===== src/rtl/c3f_pkg.sv =====
// Shared types and constants for the 3x3 pixel filter.
`default_nettype none

package c3f_pkg;

  localparam int PIX_W       = 8;
  localparam int TAPS        = 3;
  localparam int COEF_W      = 8;
  localparam int PROD_W      = 17;
  localparam int MAG_W       = PROD_W - 1;
  localparam int SCALED_W    = MAG_W + 16;
  localparam int QUOT_W      = 13;
  localparam int CSUM_W      = 15;
  localparam int SUM_W       = 16;

  // floor(m / 9) == (m * 58255) >> 19 for every magnitude below 2^15
  localparam logic [15:0] RECIP_NINE  = 16'd58255;
  localparam int          RECIP_SHIFT = 19;

  localparam int CFG_IDX_W  = 3;
  localparam int CFG_DATA_W = 24;
  localparam int FW_W       = 11;
  localparam int FH_W       = 12;
  localparam int COEF_ROW_W = 24;

  localparam logic [FW_W-1:0]       FRAME_WIDTH_RST  = 11'd640;
  localparam logic [FH_W-1:0]       FRAME_HEIGHT_RST = 12'd480;
  localparam logic [COEF_ROW_W-1:0] COEF_ROW_RST     = 24'h010101;

  typedef enum logic [CFG_IDX_W-1:0] {
    REG_FRAME_WIDTH     = 3'd0,
    REG_FRAME_HEIGHT    = 3'd1,
    REG_COEF_ROW_TOP    = 3'd2,
    REG_COEF_ROW_MIDDLE = 3'd3,
    REG_COEF_ROW_BOTTOM = 3'd4
  } cfg_reg_t;

  // one window column, index 0 is the top row
  typedef logic [TAPS-1:0][PIX_W-1:0] pix_col_t;

  typedef logic signed [COEF_W-1:0] coef_t;
  typedef coef_t [TAPS-1:0] coef_col_t;

  typedef struct packed {
    logic adv;
    logic shift;
  } cell_ctrl_t;

  typedef struct packed {
    logic produce;
    logic last;
  } meta_t;

endpackage

`default_nettype wire


===== src/rtl/c3f_cell.sv =====
// One window column cell: holds three pixels and forms its share of the sum.
`default_nettype none

module c3f_cell
  import c3f_pkg::*;
(
  input  logic                     clk,
  input  logic                     rst,
  input  cell_ctrl_t               ctrl,
  input  pix_col_t                 col_in,
  input  coef_col_t                coef,
  output pix_col_t                 col_out,
  output logic signed [CSUM_W-1:0] col_sum
);

  pix_col_t                 pix;
  logic signed [PROD_W-1:0] prod      [TAPS];
  logic signed [PROD_W-1:0] prod_next [TAPS];
  logic [MAG_W-1:0]         mag       [TAPS];
  logic [SCALED_W-1:0]      scaled    [TAPS];
  logic [QUOT_W-2:0]        quot_mag  [TAPS];
  logic signed [QUOT_W-1:0] quot      [TAPS];
  logic signed [QUOT_W-1:0] quot_next [TAPS];
  logic signed [CSUM_W-1:0] sum_next;

  // take the column from the right-hand neighbour on each transaction
  always_ff @(posedge clk) begin
    if (rst) begin
      pix <= '0;
    end else if (ctrl.shift) begin
      pix <= col_in;
    end
  end

  assign col_out = pix;

  // pixel times signed coefficient
  always_comb begin
    for (int t = 0; t < TAPS; t++) begin
      prod_next[t] = $signed({1'b0, pix[t]}) * coef[t];
    end
  end

  // divide each product by nine, truncating toward zero
  always_comb begin
    for (int t = 0; t < TAPS; t++) begin
      mag[t] = prod[t][PROD_W-1] ? MAG_W'(-prod[t]) : prod[t][MAG_W-1:0];
      scaled[t] = mag[t] * RECIP_NINE;
      quot_mag[t] = scaled[t][RECIP_SHIFT +: QUOT_W-1];
      quot_next[t] = prod[t][PROD_W-1] ? -$signed({1'b0, quot_mag[t]})
                                       : $signed({1'b0, quot_mag[t]});
    end
  end

  // add up the three quotients of this column
  always_comb begin
    sum_next = '0;
    for (int t = 0; t < TAPS; t++) begin
      sum_next = sum_next + CSUM_W'(quot[t]);
    end
  end

  // advance the arithmetic stages
  always_ff @(posedge clk) begin
    if (ctrl.adv) begin
      for (int t = 0; t < TAPS; t++) begin
        prod[t] <= prod_next[t];
        quot[t] <= quot_next[t];
      end
      col_sum <= sum_next;
    end
  end

endmodule

`default_nettype wire


===== config.mk =====
export PLATFORM = sky130hd
export DESIGN_NAME = c3f_cell
export DESIGN_NICKNAME = d
export VERILOG_FILES = /design/src/rtl/c3f_pkg.sv /design/src/rtl/c3f_cell.sv
export SDC_FILE = /design/constraint.sdc
export NUM_CORES = 1
export LEC_CHECK = 0
export BUFFER_PORTS_ARGS = -buffer_cell sky130_fd_sc_hd__buf_2
export CORE_UTILIZATION = 40
export DETAILED_ROUTE_END_ITERATION = 8
export GPL_ROUTABILITY_DRIVEN = 0
export GPL_TIMING_DRIVEN = 0
export PLACE_DENSITY = 0.55
export SLEW_MARGIN = 10
export SYNTH_ARGS = -nofsm -noshare
export SYNTH_HDL_FRONTEND = slang
export SYNTH_SLANG_ARGS = --single-unit

===== constraint.sdc =====
create_clock -name clk -period 12.8 [get_ports clk]
set_input_delay 2.56 -clock clk [delete_from_list [all_inputs] [get_ports clk]]
set_output_delay 2.56 -clock clk [all_outputs]
set_load 0.05 [all_outputs]

==> metrics.yaml <==
crit_path_start_kind: "flip-flop"
synth_area_per_cell_um2: 9.469
synth_top_family_by_area: "adder cells"
synth_top_flop_cell: "edfxtp_1"
cts_tree: "yes"
setup_violations: 0
final.setup.tns_ns: 0
cts_buffers: 17
finalMaxSlewViolations: 0
dr_total_vias: 17700
whs_path_depth: 2
initial_core_util: 0.4078
end_kind: "flip-flop"
cts_root_buf: "clkbuf_16"
ys_async_sr_fraction: 0
clkLatencyLatePin_ns: 0.47
syn_nets: 3542
synth.top_cell.area_share: 0.2575
grt_max_degree: 61
multi_input_area_um2: 19130
r2r_cells: 25
cts_buffer_depth: 2
r2r-end: "quot[0][11]"
final_antenna_net_count: 0
synth-simple-area-share: 0.1026
synth_compound_area_frac: 0.08643
yosys_warnings: 0
fin_crit_sh: 0.6991
synthAdderAreaFrac: 0.4978
synth_xor_area_frac: 0.05632
drc: 0
final.min_clock_period_ns: 8.948
syn-instance-count: 2677
status: "finished clean"
clkSinkCount: 129
wl_per_cell_um: 15.00
regArea_um2: 3633
slew-limit-headroom: 0.4308
grt_pass1_wl_um: 92310
worstPathArrival_ns: 9.21
area_growth_pct: 8.356
hold_path_class: "flip-flop to flip-flop"
r2r_start: "prod[0][2]"
drt_iter0_markers: 660
synthTopCellsByArea: "fa_1 (26%), ha_1 (24%), edfxtp_1 (12%)"
yosysSeqAreaShare: 0.1433
cts_resized: 0
hold_end: "col_out[0]"
h-tree-depth: 4
ys_seq_elements: 129
hp-start: "col_out[0]"
antenna_found_initial: 0
required_ns: 13.06
synth_area_um2: 25350
postCtsHoldBufs: 0
die_y_um: 253.7
die_x_um: 253.7
crit_type: "flip-flop to flip-flop"
clk_pin_slew_ns: 0.06
drv_cap: 0
synthTopCellsByCount: "inv_1 (663), ha_1 (487), fa_1 (326)"
dp_hpwl_um: 48320
track_usage: 0.1794
drtPass1Iterations: 5
fmax_mhz: 111.8
finalHoldViolations: 0
port_buffers: 89
synth_cell_types: 70
routed_wirelength_um: 54550
num_rows: 91
rsz0062_at_grt: "false"
synthMuxAreaShare: 0.01150
io_pins: 91
viasPerCell: 4.866
synth_edf_count: 105
drive_above_1_share: 0.04680
cts_setup_buffers: 0
cp_max_fo: 5
whs_ns: 0.6632
final.setup_skew_ns: 0.01047
post-route-util: 0.4418
grt_pass1_vias: 18670
reg2reg_slack_ns: 3.85
fillers: 6098
overflow: 0
coreArea_um2: 62170
synth_most_common_cell: "inv_1"
finalNetCount: 3651
yosys.area.top_type: "fa_1"
design.die.area_um2: 64380
worst_pin_slew_ns: 0.8509
[cells by family (layout without fill, tap and decap cells)]
kind of cell | after synthesis | count (layout)
compound gates | 329 | 329
xor+xnor | 163 | 163
fa+ha+maj | 813 | 813
buf+inv | 689 | 811
flops | 129 | 129
mux | 29 | 29
other cells | 0 | 1
simple gates | 525 | 525
[metrics by stage]
| stage | instance area, um2 | cells | setup WS (ns) |
|---|---|---|---|
| detailed placement | 26870 | 3604 | 3.920 |
| global route | 27470 | 3636 | 3.178 |
| global placement | 26840 | 3603 | 4.001 |
| finish | 27470 | 3637 | 3.852 |
| floorplan | 25350 | 2677 | 5.042 |
| CTS | 27470 | 3636 | 3.862 |
[registers in the layout, indices dropped and copies added, names as in the netlist]
register  count
col_out      24
col_sum      15
prod         51
quot         39
[how the worst max path moves through the flow]
| stage | startpoint | to | slack (ns) | cells past startpoint |
|---|---|---|---|---|
| after floorplan | prod[0][2] | quot[0][12] | 5.04 | 26 |
| after global placement | prod[0][2] | quot[0][11] | 4.00 | 25 |
| after detailed placement | prod[0][2] | quot[0][11] | 3.92 | 25 |
| after CTS | prod[0][2] | quot[0][11] | 3.86 | 25 |
| after global routing | prod[0][2] | quot[0][9] | 3.18 | 25 |
| final | prod[0][2] | quot[0][11] | 3.85 | 25 |
[metal layers]
layer  GRT usage  vias to the layer above  share of wire
met4     0.03787                        0         0.0097
li1            -                     8840              -
met5           0                        -              0
met3     0.02438                       32          0.034
met1      0.2418                     8554           0.48
met2      0.3057                      272           0.47
[final cells by class]
class / instances / share of cell area
flip-flops and latches: 129 / 0.1323
multi-input cells: 1859 / 0.6964
well taps: 837 / 0.03813
clock inverters: 13 / 0.005831
inverters: 663 / 0.09060
plain buffers: 26 / 0.003553
clock buffers: 19 / 0.01576
diodes: 1 / 0.00009110
repair buffers: 90 / 0.01731
[cell usage in the layout, fill, tap and decap left out, types with 87 or more instances in the layout]
cell	synthesis	final
and2_1	121	121
buf_2	0	88
edfxtp_1	105	105
fa_1	326	326
ha_1	487	487
inv_1	663	663
nand2_1	144	144
nor2_1	117	117
o21ai_0	87	87
xnor2_1	123	123
[critical path, stage by stage (launching register included)]
cell	delay, ns
edfxtp_1	0.45
nor4_1	0.41
inv_1	0.11
nor3_1	0.23
nand3_1	0.13
or4_1	0.46
o31a_1	0.27
xnor2_1	0.58
inv_1	0.34
fa_1	0.66
ha_1	0.26
fa_1	0.48
fa_1	0.55
inv_1	0.06
fa_1	0.57
inv_1	0.05
ha_1	0.32
nand3_1	0.15
nor3_1	0.44
a311oi_1	0.16
and3_1	0.24
o41ai_1	0.71
a2111oi_0	0.17
o311ai_1	0.49
o41ai_1	0.15
xnor2_1	0.30
Power is left out: the tool's default activity adds up to more than one toggle a clock period on the data nets, which glitch-free logic cannot reach.
